## config.mk

```make
export PLATFORM = sky130hd
export DESIGN_NAME = two_axis_ramped_motor_direction_control_unit
export DESIGN_NICKNAME = d
export VERILOG_FILES = /design/src/rtl/core/mdc_pkg.sv /design/src/rtl/core/mdc_buttons.sv /design/src/rtl/core/mdc_axis.sv /design/src/rtl/core/two_axis_ramped_motor_direction_control_unit.sv
export SDC_FILE = /design/constraint.sdc
export NUM_CORES = 1
export LEC_CHECK = 0
export ABC_AREA = 1
export BUFFER_PORTS_ARGS = -buffer_cell sky130_fd_sc_hd__buf_4
export CORE_UTILIZATION = 56
export DETAILED_ROUTE_END_ITERATION = 10
export PLACE_DENSITY = 0.85
export SYNTH_ARGS = -nofsm -noshare
export SYNTH_HDL_FRONTEND = slang
export SYNTH_SLANG_ARGS = --single-unit
```

## constraint.sdc

```tcl
create_clock -name clk -period 8.8 [get_ports clk]
set_clock_uncertainty 0.2 [all_clocks]
set_input_delay 0.44 -clock clk [delete_from_list [all_inputs] [get_ports clk]]
set_output_delay 0.44 -clock clk [all_outputs]
set_load 0.01 [all_outputs]
```

## src/rtl/core/mdc_pkg.sv

```systemverilog
// Shared types and constants for the two-axis ramped motor direction control unit.
// Holds the command codes, register indexes and the request and view structs.
// No dependencies.
package mdc_pkg;

  typedef logic [7:0] duty_t;

  typedef logic [1:0] cfg_index_t;

  localparam cfg_index_t CFG_RA_SPEED       = 2'd0;
  localparam cfg_index_t CFG_DEC_SPEED      = 2'd1;
  localparam cfg_index_t CFG_DEBOUNCE_TICKS = 2'd2;

  localparam duty_t RA_SPEED_RESET       = 8'd190;
  localparam duty_t DEC_SPEED_RESET      = 8'd190;
  localparam duty_t DEBOUNCE_TICKS_RESET = 8'd125;

  localparam logic [7:0] CMD_RA_PLUS_START   = 8'hF2;
  localparam logic [7:0] CMD_RA_PLUS_STOP    = 8'hF3;
  localparam logic [7:0] CMD_RA_MINUS_START  = 8'hF4;
  localparam logic [7:0] CMD_RA_MINUS_STOP   = 8'hF5;
  localparam logic [7:0] CMD_DEC_PLUS_START  = 8'hF8;
  localparam logic [7:0] CMD_DEC_PLUS_STOP   = 8'hF9;
  localparam logic [7:0] CMD_DEC_MINUS_START = 8'hFA;
  localparam logic [7:0] CMD_DEC_MINUS_STOP  = 8'hFB;

  typedef enum logic [1:0] {
    REQ_NONE,
    REQ_START,
    REQ_STOP
  } req_kind_t;

  // Requests for one axis, applied plus direction first, then minus.
  typedef struct packed {
    req_kind_t plus_req;
    req_kind_t minus_req;
  } axis_req_t;

  // Outputs of one axis after the current transaction has been applied.
  typedef struct packed {
    duty_t plus_duty;
    duty_t minus_duty;
    logic  plus_led;
    logic  minus_led;
  } axis_view_t;

endpackage

```

## src/rtl/core/mdc_buttons.sv

```systemverilog
// Button debounce and latch logic for the four direction buttons.
// Produces start and stop requests for both axes; depends on mdc_pkg.
module mdc_buttons (
  input  logic                  clk,
  input  logic                  rst_n,
  input  logic                  update,
  input  logic [3:0]            levels,
  input  mdc_pkg::duty_t        debounce_ticks,
  output mdc_pkg::axis_req_t    ra_req,
  output mdc_pkg::axis_req_t    dec_req
);

  logic [7:0]          hold_r   [4];
  logic [7:0]          hold_nxt [4];
  logic [3:0]          latch_r;
  logic [3:0]          latch_nxt;
  mdc_pkg::req_kind_t  btn_req  [4];
  mdc_pkg::duty_t      need;

  assign need = (debounce_ticks == 8'd0) ? 8'd1 : debounce_ticks;

  // Buttons are handled in order, so a later button sees the latches of earlier ones.
  always_comb begin
    logic [1:0] bi;
    bi        = 2'd0;
    latch_nxt = latch_r;
    for (int b = 0; b < 4; b++) begin
      bi          = 2'(b);
      hold_nxt[b] = hold_r[b];
      btn_req[b]  = mdc_pkg::REQ_NONE;
      if (levels[bi]) begin
        if (hold_r[b] < need) begin
          hold_nxt[b] = hold_r[b] + 8'd1;
        end
        if ((hold_nxt[b] >= need) && !latch_nxt[bi ^ 2'd1]) begin
          btn_req[b]    = mdc_pkg::REQ_START;
          latch_nxt[bi] = 1'b1;
        end
      end else begin
        hold_nxt[b] = 8'd0;
        if (latch_r[bi]) begin
          btn_req[b]    = mdc_pkg::REQ_STOP;
          latch_nxt[bi] = 1'b0;
        end
      end
    end
  end

  assign ra_req  = '{plus_req: btn_req[0], minus_req: btn_req[1]};
  assign dec_req = '{plus_req: btn_req[2], minus_req: btn_req[3]};

  always_ff @(posedge clk) begin
    if (!rst_n) begin
      for (int b = 0; b < 4; b++) begin
        hold_r[b] <= 8'd0;
      end
      latch_r <= 4'd0;
    end else if (update) begin
      for (int b = 0; b < 4; b++) begin
        hold_r[b] <= hold_nxt[b];
      end
      latch_r <= latch_nxt;
    end
  end

endmodule

```

## src/rtl/core/mdc_axis.sv

```systemverilog
// One motor axis: direction interlock, mode sequencing and duty ramp.
// Applies the requests of one transaction and reports the resulting duties; depends on mdc_pkg.
module mdc_axis (
  input  logic                  clk,
  input  logic                  rst_n,
  input  logic                  update,
  input  logic                  tick,
  input  mdc_pkg::axis_req_t    req,
  input  mdc_pkg::duty_t        speed,
  output mdc_pkg::axis_view_t   view
);

  typedef enum logic [1:0] {
    MODE_IDLE,
    MODE_UP,
    MODE_RUN,
    MODE_DOWN
  } mode_t;

  mode_t          mode_r;
  mode_t          mode_nxt;
  logic           dir_r;
  logic           dir_nxt;
  mdc_pkg::duty_t duty_r;
  mdc_pkg::duty_t duty_nxt;

  always_comb begin
    mode_nxt = mode_r;
    dir_nxt  = dir_r;
    duty_nxt = duty_r;

    if ((req.plus_req == mdc_pkg::REQ_START) && (mode_nxt == MODE_IDLE)) begin
      mode_nxt = MODE_UP;
      dir_nxt  = 1'b0;
    end else if ((req.plus_req == mdc_pkg::REQ_STOP) && !dir_nxt &&
                 ((mode_nxt == MODE_UP) || (mode_nxt == MODE_RUN))) begin
      mode_nxt = MODE_DOWN;
    end

    if ((req.minus_req == mdc_pkg::REQ_START) && (mode_nxt == MODE_IDLE)) begin
      mode_nxt = MODE_UP;
      dir_nxt  = 1'b1;
    end else if ((req.minus_req == mdc_pkg::REQ_STOP) && dir_nxt &&
                 ((mode_nxt == MODE_UP) || (mode_nxt == MODE_RUN))) begin
      mode_nxt = MODE_DOWN;
    end

    if (tick) begin
      unique case (mode_nxt)
        MODE_UP, MODE_RUN: begin
          if (duty_nxt < speed) begin
            duty_nxt = duty_nxt + 8'd1;
          end else if (duty_nxt > speed) begin
            duty_nxt = duty_nxt - 8'd1;
          end
          if (duty_nxt == speed) begin
            mode_nxt = MODE_RUN;
          end
        end
        MODE_DOWN: begin
          if (duty_nxt != 8'd0) begin
            duty_nxt = duty_nxt - 8'd1;
          end
          if (duty_nxt == 8'd0) begin
            mode_nxt = MODE_IDLE;
          end
        end
        MODE_IDLE: begin
          duty_nxt = duty_r;
        end
        default: begin
          duty_nxt = duty_r;
        end
      endcase
    end
  end

  always_comb begin
    view.plus_duty  = ((mode_nxt != MODE_IDLE) && !dir_nxt) ? duty_nxt : 8'd0;
    view.minus_duty = ((mode_nxt != MODE_IDLE) && dir_nxt) ? duty_nxt : 8'd0;
    view.plus_led   = ((mode_nxt == MODE_UP) || (mode_nxt == MODE_RUN)) && !dir_nxt;
    view.minus_led  = ((mode_nxt == MODE_UP) || (mode_nxt == MODE_RUN)) && dir_nxt;
  end

  always_ff @(posedge clk) begin
    if (!rst_n) begin
      mode_r <= MODE_IDLE;
      dir_r  <= 1'b0;
      duty_r <= 8'd0;
    end else if (update) begin
      mode_r <= mode_nxt;
      dir_r  <= dir_nxt;
      duty_r <= duty_nxt;
    end
  end

endmodule

```

## src/rtl/core/two_axis_ramped_motor_direction_control_unit.sv

```systemverilog
// Top level of the two-axis ramped motor direction control unit.
// Holds the input and result registers, the configuration registers and command decode;
// depends on mdc_pkg, mdc_buttons and mdc_axis.
//
//  channel  direction  handshake              payload
//  in_      slave      in_tvalid/in_tready    in_tdata, in_tuser
//  out_     master     out_tvalid/out_tready  out_tdata, out_tuser
//  cfg_     slave      cfg_valid/cfg_ready    cfg_index, cfg_data
//
// An accepted transaction waits in the input register and then passes the one update stage
// into the result register; one may be accepted in every cycle unless the result stalls.
// Reset (synchronous, active low) clears axis and button state and restores config defaults.
// A stalled result register holds the input register; in_tready falls only while both hold
// a transaction and the result is not taken. Configuration writes are accepted in every cycle.
module two_axis_ramped_motor_direction_control_unit (
  input  logic                      clk,
  input  logic                      rst_n,
  input  logic                      in_tvalid,
  output logic                      in_tready,
  input  logic [15:0]               in_tdata,   // cmd_byte[7:0], buttons[11:8], zero[15:12]
  input  logic                      in_tuser,   // op
  output logic                      out_tvalid,
  input  logic                      out_tready,
  output logic [39:0]               out_tdata,  // ra_plus_duty, ra_minus_duty, dec_plus_duty,
                                                // dec_minus_duty, leds[35:32], zero[39:36]
  output logic                      out_tuser,  // ack
  input  logic                      cfg_valid,
  output logic                      cfg_ready,
  input  mdc_pkg::cfg_index_t       cfg_index,
  input  logic [7:0]                cfg_data
);

  logic                 in_valid_r;
  logic                 in_op_r;
  logic [7:0]           in_cmd_r;
  logic [3:0]           in_btn_r;
  logic                 out_valid_r;
  logic [39:0]          out_data_r;
  logic                 out_ack_r;
  mdc_pkg::duty_t       ra_speed_r;
  mdc_pkg::duty_t       dec_speed_r;
  mdc_pkg::duty_t       debounce_r;
  logic                 advance;
  logic                 tick;
  logic                 ack;
  mdc_pkg::axis_req_t   ra_cmd_req;
  mdc_pkg::axis_req_t   dec_cmd_req;
  mdc_pkg::axis_req_t   ra_btn_req;
  mdc_pkg::axis_req_t   dec_btn_req;
  mdc_pkg::axis_req_t   ra_req;
  mdc_pkg::axis_req_t   dec_req;
  mdc_pkg::axis_view_t  ra_view;
  mdc_pkg::axis_view_t  dec_view;

  assign advance   = in_valid_r && (!out_valid_r || out_tready);
  assign in_tready = !in_valid_r || advance;
  assign tick      = !in_op_r;
  assign cfg_ready = 1'b1;

  assign out_tvalid = out_valid_r;
  assign out_tdata  = out_data_r;
  assign out_tuser  = out_ack_r;

  always_comb begin
    ra_cmd_req  = '{plus_req: mdc_pkg::REQ_NONE, minus_req: mdc_pkg::REQ_NONE};
    dec_cmd_req = '{plus_req: mdc_pkg::REQ_NONE, minus_req: mdc_pkg::REQ_NONE};
    ack         = 1'b1;
    unique case (in_cmd_r)
      mdc_pkg::CMD_RA_PLUS_START:   ra_cmd_req.plus_req   = mdc_pkg::REQ_START;
      mdc_pkg::CMD_RA_PLUS_STOP:    ra_cmd_req.plus_req   = mdc_pkg::REQ_STOP;
      mdc_pkg::CMD_RA_MINUS_START:  ra_cmd_req.minus_req  = mdc_pkg::REQ_START;
      mdc_pkg::CMD_RA_MINUS_STOP:   ra_cmd_req.minus_req  = mdc_pkg::REQ_STOP;
      mdc_pkg::CMD_DEC_PLUS_START:  dec_cmd_req.plus_req  = mdc_pkg::REQ_START;
      mdc_pkg::CMD_DEC_PLUS_STOP:   dec_cmd_req.plus_req  = mdc_pkg::REQ_STOP;
      mdc_pkg::CMD_DEC_MINUS_START: dec_cmd_req.minus_req = mdc_pkg::REQ_START;
      mdc_pkg::CMD_DEC_MINUS_STOP:  dec_cmd_req.minus_req = mdc_pkg::REQ_STOP;
      default:                      ack                   = 1'b0;
    endcase
  end

  assign ra_req  = tick ? ra_btn_req : ra_cmd_req;
  assign dec_req = tick ? dec_btn_req : dec_cmd_req;

  mdc_buttons u_buttons (
    .clk            (clk),
    .rst_n          (rst_n),
    .update         (advance && tick),
    .levels         (in_btn_r),
    .debounce_ticks (debounce_r),
    .ra_req         (ra_btn_req),
    .dec_req        (dec_btn_req)
  );

  mdc_axis u_ra_axis (
    .clk    (clk),
    .rst_n  (rst_n),
    .update (advance),
    .tick   (tick),
    .req    (ra_req),
    .speed  (ra_speed_r),
    .view   (ra_view)
  );

  mdc_axis u_dec_axis (
    .clk    (clk),
    .rst_n  (rst_n),
    .update (advance),
    .tick   (tick),
    .req    (dec_req),
    .speed  (dec_speed_r),
    .view   (dec_view)
  );

  always_ff @(posedge clk) begin
    if (!rst_n) begin
      ra_speed_r  <= mdc_pkg::RA_SPEED_RESET;
      dec_speed_r <= mdc_pkg::DEC_SPEED_RESET;
      debounce_r  <= mdc_pkg::DEBOUNCE_TICKS_RESET;
    end else if (cfg_valid && cfg_ready) begin
      unique case (cfg_index)
        mdc_pkg::CFG_RA_SPEED:       ra_speed_r  <= cfg_data;
        mdc_pkg::CFG_DEC_SPEED:      dec_speed_r <= cfg_data;
        mdc_pkg::CFG_DEBOUNCE_TICKS: debounce_r  <= cfg_data;
        default:                     debounce_r  <= debounce_r;
      endcase
    end
  end

  always_ff @(posedge clk) begin
    if (!rst_n) begin
      in_valid_r  <= 1'b0;
      out_valid_r <= 1'b0;
    end else begin
      if (in_tready) begin
        in_valid_r <= in_tvalid;
      end
      out_valid_r <= advance || (out_valid_r && !out_tready);
    end
  end

  always_ff @(posedge clk) begin
    if (in_tvalid && in_tready) begin
      in_op_r  <= in_tuser;
      in_cmd_r <= in_tdata[7:0];
      in_btn_r <= in_tdata[11:8];
    end
    if (advance) begin
      out_data_r <= {4'd0, dec_view.minus_led, dec_view.plus_led, ra_view.minus_led,
                     ra_view.plus_led, dec_view.minus_duty, dec_view.plus_duty,
                     ra_view.minus_duty, ra_view.plus_duty};
      out_ack_r  <= in_op_r && ack;
    end
  end

`ifndef SYNTHESIS
  a_ra_interlock: assert property (@(posedge clk) disable iff (!rst_n)
    out_tvalid |-> !((out_tdata[7:0] != 8'd0) && (out_tdata[15:8] != 8'd0)))
    else $error("ra axis drives both directions");

  a_dec_interlock: assert property (@(posedge clk) disable iff (!rst_n)
    out_tvalid |-> !((out_tdata[23:16] != 8'd0) && (out_tdata[31:24] != 8'd0)))
    else $error("dec axis drives both directions");

  a_led_interlock: assert property (@(posedge clk) disable iff (!rst_n)
    out_tvalid |-> !(out_tdata[32] && out_tdata[33]) && !(out_tdata[34] && out_tdata[35]))
    else $error("two directions of one axis flagged active");

  a_tick_no_ack: assert property (@(posedge clk) disable iff (!rst_n)
    (advance && !in_op_r) |=> !out_tuser)
    else $error("acknowledge raised for a tick transaction");

  a_stall_only_when_full: assert property (@(posedge clk) disable iff (!rst_n)
    !in_tready |-> (in_valid_r && out_valid_r && !out_tready))
    else $error("input stalled while a register was free");
`endif

endmodule
```

==> impl_metrics.csv <==
group,metric,value,unit
outcome,status,"completed",
die,dieArea,18600,um^2
worst_setup_path,cp-startpoint,"debounce_r[3]$_SDFFE_PN1P_",
sta,rsz0062_at_grt,"false",
layout,layout.cells.non_filler,1661,
placement,dp_cells,1617,
sta,tns,0,ps
worst_setup_path,regToRegStartpoint,"debounce_r[3]$_SDFFE_PN1P_",
synth,yosys-top-cells-area,"edfxtp_1 24%, nand2_1 12%, ha_1 12%",
worst_setup_path,r2r_cells,41,
routing,num_vias,9478,
placement,gp_congestion,0.928,
die,row_count,48,
worst_setup_path,slowest_delay,520,ps
layout,syn_to_final_growth,13.5,%
synth,synth.largest_area_cell,"edfxtp_1",
power_and_ir_drop,seqPwrFrac,38.4,%
power_and_ir_drop,p_leak,5.54,nW
layout,final_common_cell,"nand2_1",
clocking,path_clk_slew,60,ps
synth,synth_edf_count,82,
layout,diodes,0,
power_and_ir_drop,finalPower,0.00191,W
sta,setup_violations,0,
synth,synth_flop_cell,"edfxtp_1",
grt,grt_pass1_vias,9104,
grt,grt_max_degree,45,
grt,grt_first_pass_wirelength,42.8,mm
sta,period_share,75.3,%
synth,synth.distinct_cells,52,
power_and_ir_drop,clock_power_share,38.0,%
worst_setup_path,crit_end,"out_tdata[12]$_SDFFCE_PN0P_",
clocking,clkSinkCount,134,
sta,period_needed,6620,ps
clocking,htree_num_levels,4,
clocking,cts_root_buf,"clkbuf_16",
min_path,hold_path_class,"primary input to register",
die,fp.dieH,136,um
routing,avgViaCountPerCell,5.71,
sta,hold_viol,0,
routing,drc_errors,0,
routing,wl_per_cell,15.9,um
sta,max_freq,151,MHz
routing,postRouteAntennaNets,0,
clocking,clockBufferDepth,2,
synth,netlist_area,10100,um^2
clocking,cts_buffers,17,
worst_setup_path,r2r_end,"out_tdata[12]$_SDFFCE_PN0P_",
synth,ys_seq_area_share,34.6,%
worst_setup_path,endpoint_kind,"register",
routing,drt-pass1-iter-count,5,
synth,netlist_instances,1346,
placement,dp_hpwl,18.6,mm
worst_setup_path,critPathLaunchType,"register",
worst_setup_path,crit_type,"register to register",
job,max-cap-violations,0,
grt,antenna_found_initial,0,
worst_setup_path,reg2reg_slack,2180,ps
synth,avgSynthCellArea,7.52,um^2
grt,overflow,0,
worst_setup_path,path_max_fanout,10,
synth,ys_seq_elements,134,
worst_setup_path,cpMostUsedCell,"nand2_1",
worst_setup_path,cp.arrival,6590,ps
power_and_ir_drop,p_switching,0.000613,W
power_and_ir_drop,p_int,0.00130,W
layout,nNetsFinal,1553,
die,initial_core_util,57.9,%
worst_setup_path,cp.required,8770,ps
power_and_ir_drop,peakVddDrop,0.000145,V
synth,synth_top_area_share,24.3,%
power_and_ir_drop,p_per_area,166,nW/um^2
worst_setup_path,critPathSlowestCell,"o21bai_2",
layout,final_cell_mix,"331 x nand2_1, 196 x inv_1, 118 x nor2_1",
routing,wl,26.4,mm
sta,worstMarginPinSlew,660,ps
die,core_area,17500,um^2
power_and_ir_drop,pwr-share-comb,23.6,%
layout,drive_above_1_share,11.3,%
placement,io_buffers,66,
synth,async_reset_ff_share,0,%
routing,drt_iter0_drc,1035,
sta,final_max_slew_viol_count,0,
min_path,whs_path_depth,1,
sta,maxSlewHeadroom,56.0,%
grt,grt_usage,29.5,%
power_and_ir_drop,switching_share,32.1,%
die,ios,76,
die,fp.dieW,136,um
clocking,clk_latency,440,ps
clocking,cts_tree,"done",
synth,ys_warn_count,0,
-- Yosys cell counts (3+ instances only) --
cell,number
nand2_1,332
inv_1,197
nor2_1,118
nand3_1,106
ha_1,98
edfxtp_1,82
o21ai_0,59
dfxtp_1,52
a21oi_1,51
nand4_1,34
xor2_1,34
o211ai_1,22
o22ai_1,18
clkbuf_1,10
inv_2,10
nand2_2,10
nor2_4,9
nor3_1,9
buf_4,8
nand3_2,7
nor2_2,7
xnor2_1,7
buf_2,5
buf_6,5
nand3b_1,4
nor4_1,4
o21ai_1,4
a21o_1,3
clkinv_1,3
nand2_4,3
-- critical path, delay by kind of cell, from the launching register on --
family | cells | cell delay (ps)
compound gates | 4 | 910
fa+ha+maj | 4 | 980
buf+inv | 8 | 1120
flops | 1 | 300
simple gates | 25 | 2830
-- how the worst min path moves through the flow --
stage | slack (ps) | startpoint | to
6_report | 10 | in_tdata[10] | in_btn_r[2]$_DFFE_PP_
5_1_grt | 5 | in_tdata[10] | in_btn_r[2]$_DFFE_PP_
4_1_cts | 2 | in_tdata[10] | in_btn_r[2]$_DFFE_PP_
3_5_place_dp | 250 | debounce_r[0]$_SDFFE_PN1P_ | debounce_r[0]$_SDFFE_PN1P_
3_3_place_gp | 250 | debounce_r[0]$_SDFFE_PN1P_ | debounce_r[0]$_SDFFE_PN1P_
2_1_floorplan | 230 | debounce_r[0]$_SDFFE_PN1P_ | debounce_r[0]$_SDFFE_PN1P_
-- cells by family after synthesis --
logic type	share of synthesized area (%)
AND/OR/NAND/NOR	29.5
XOR/XNOR	3.71
flip-flops	34.6
buffers and inverters	9.65
AO/OA/AOI/OAI	10.4
other	0.0742
adder cells (fa/ha/maj)	12.1
-- registers in the layout (all words and copies together) (netlist names) --
name / flops
dec_speed_r: 8
u_buttons.latch_r: 4
u_ra_axis.mode_r: 2
in_op_r: 1
ra_speed_r: 8
u_dec_axis.dir_r: 1
out_tuser: 1
u_dec_axis.mode_r: 2
in_btn_r: 4
u_ra_axis.dir_r: 1
u_dec_axis.duty_r: 8
u_buttons.hold_r: 32
in_valid_r: 1
debounce_r: 8
u_ra_axis.duty_r: 8
in_cmd_r: 8
out_tdata: 36
out_tvalid: 1
-- layout make-up --
class,count,area (um^2)
Clock inverter,9,86.3
Multi-Input combinational cell,975,5660
Fill cell,1423,5990
Clock buffer,23,510
Timing Repair Buffer,83,653
Inverter,212,798
Tap cell,225,282
Sequential cell,134,3500
-- layer usage --
layer | GRT usage [%] | vias up | wire [um]
li1 | - | 4622 | -
met1 | 36.0 | 4369 | 10800
met2 | 50.1 | 388 | 12700
met3 | 4.92 | 99 | 1810
met4 | 14.9 | 0 | 1060
met5 | 0 | - | 0
-- what timing repair did --
item,in CTS,in global routing
hold buffers,12,0
gates resized for setup,0,0
buffers inserted,0,0
endpoints found under the hold margin,12,0
-- through the flow --
stage               cell area, um^2  hold slack (ps)  worst slack, ps  utilization [%]
finish                        11500             11.5             2180             65.8
global route                  11500             4.93             1640             65.8
CTS                           11500             1.70             2300             65.8
detailed placement            10800              248             2390             61.6
global placement              10800              247             2560             61.6
floorplan                     10100              233             3720                -
-- power by group through the flow --
stage	clock network, W	logic, W	registers (W)
finish	0.000726	0.000452	0.000733
CTS	0.000724	0.000443	0.000732
floorplan	0	0.000319	0.000741
global placement	0	0.000415	0.000744
global route	0.000749	0.000510	0.000737
detailed placement	0	0.000433	0.000745
(Power assumes the default switching activity.)
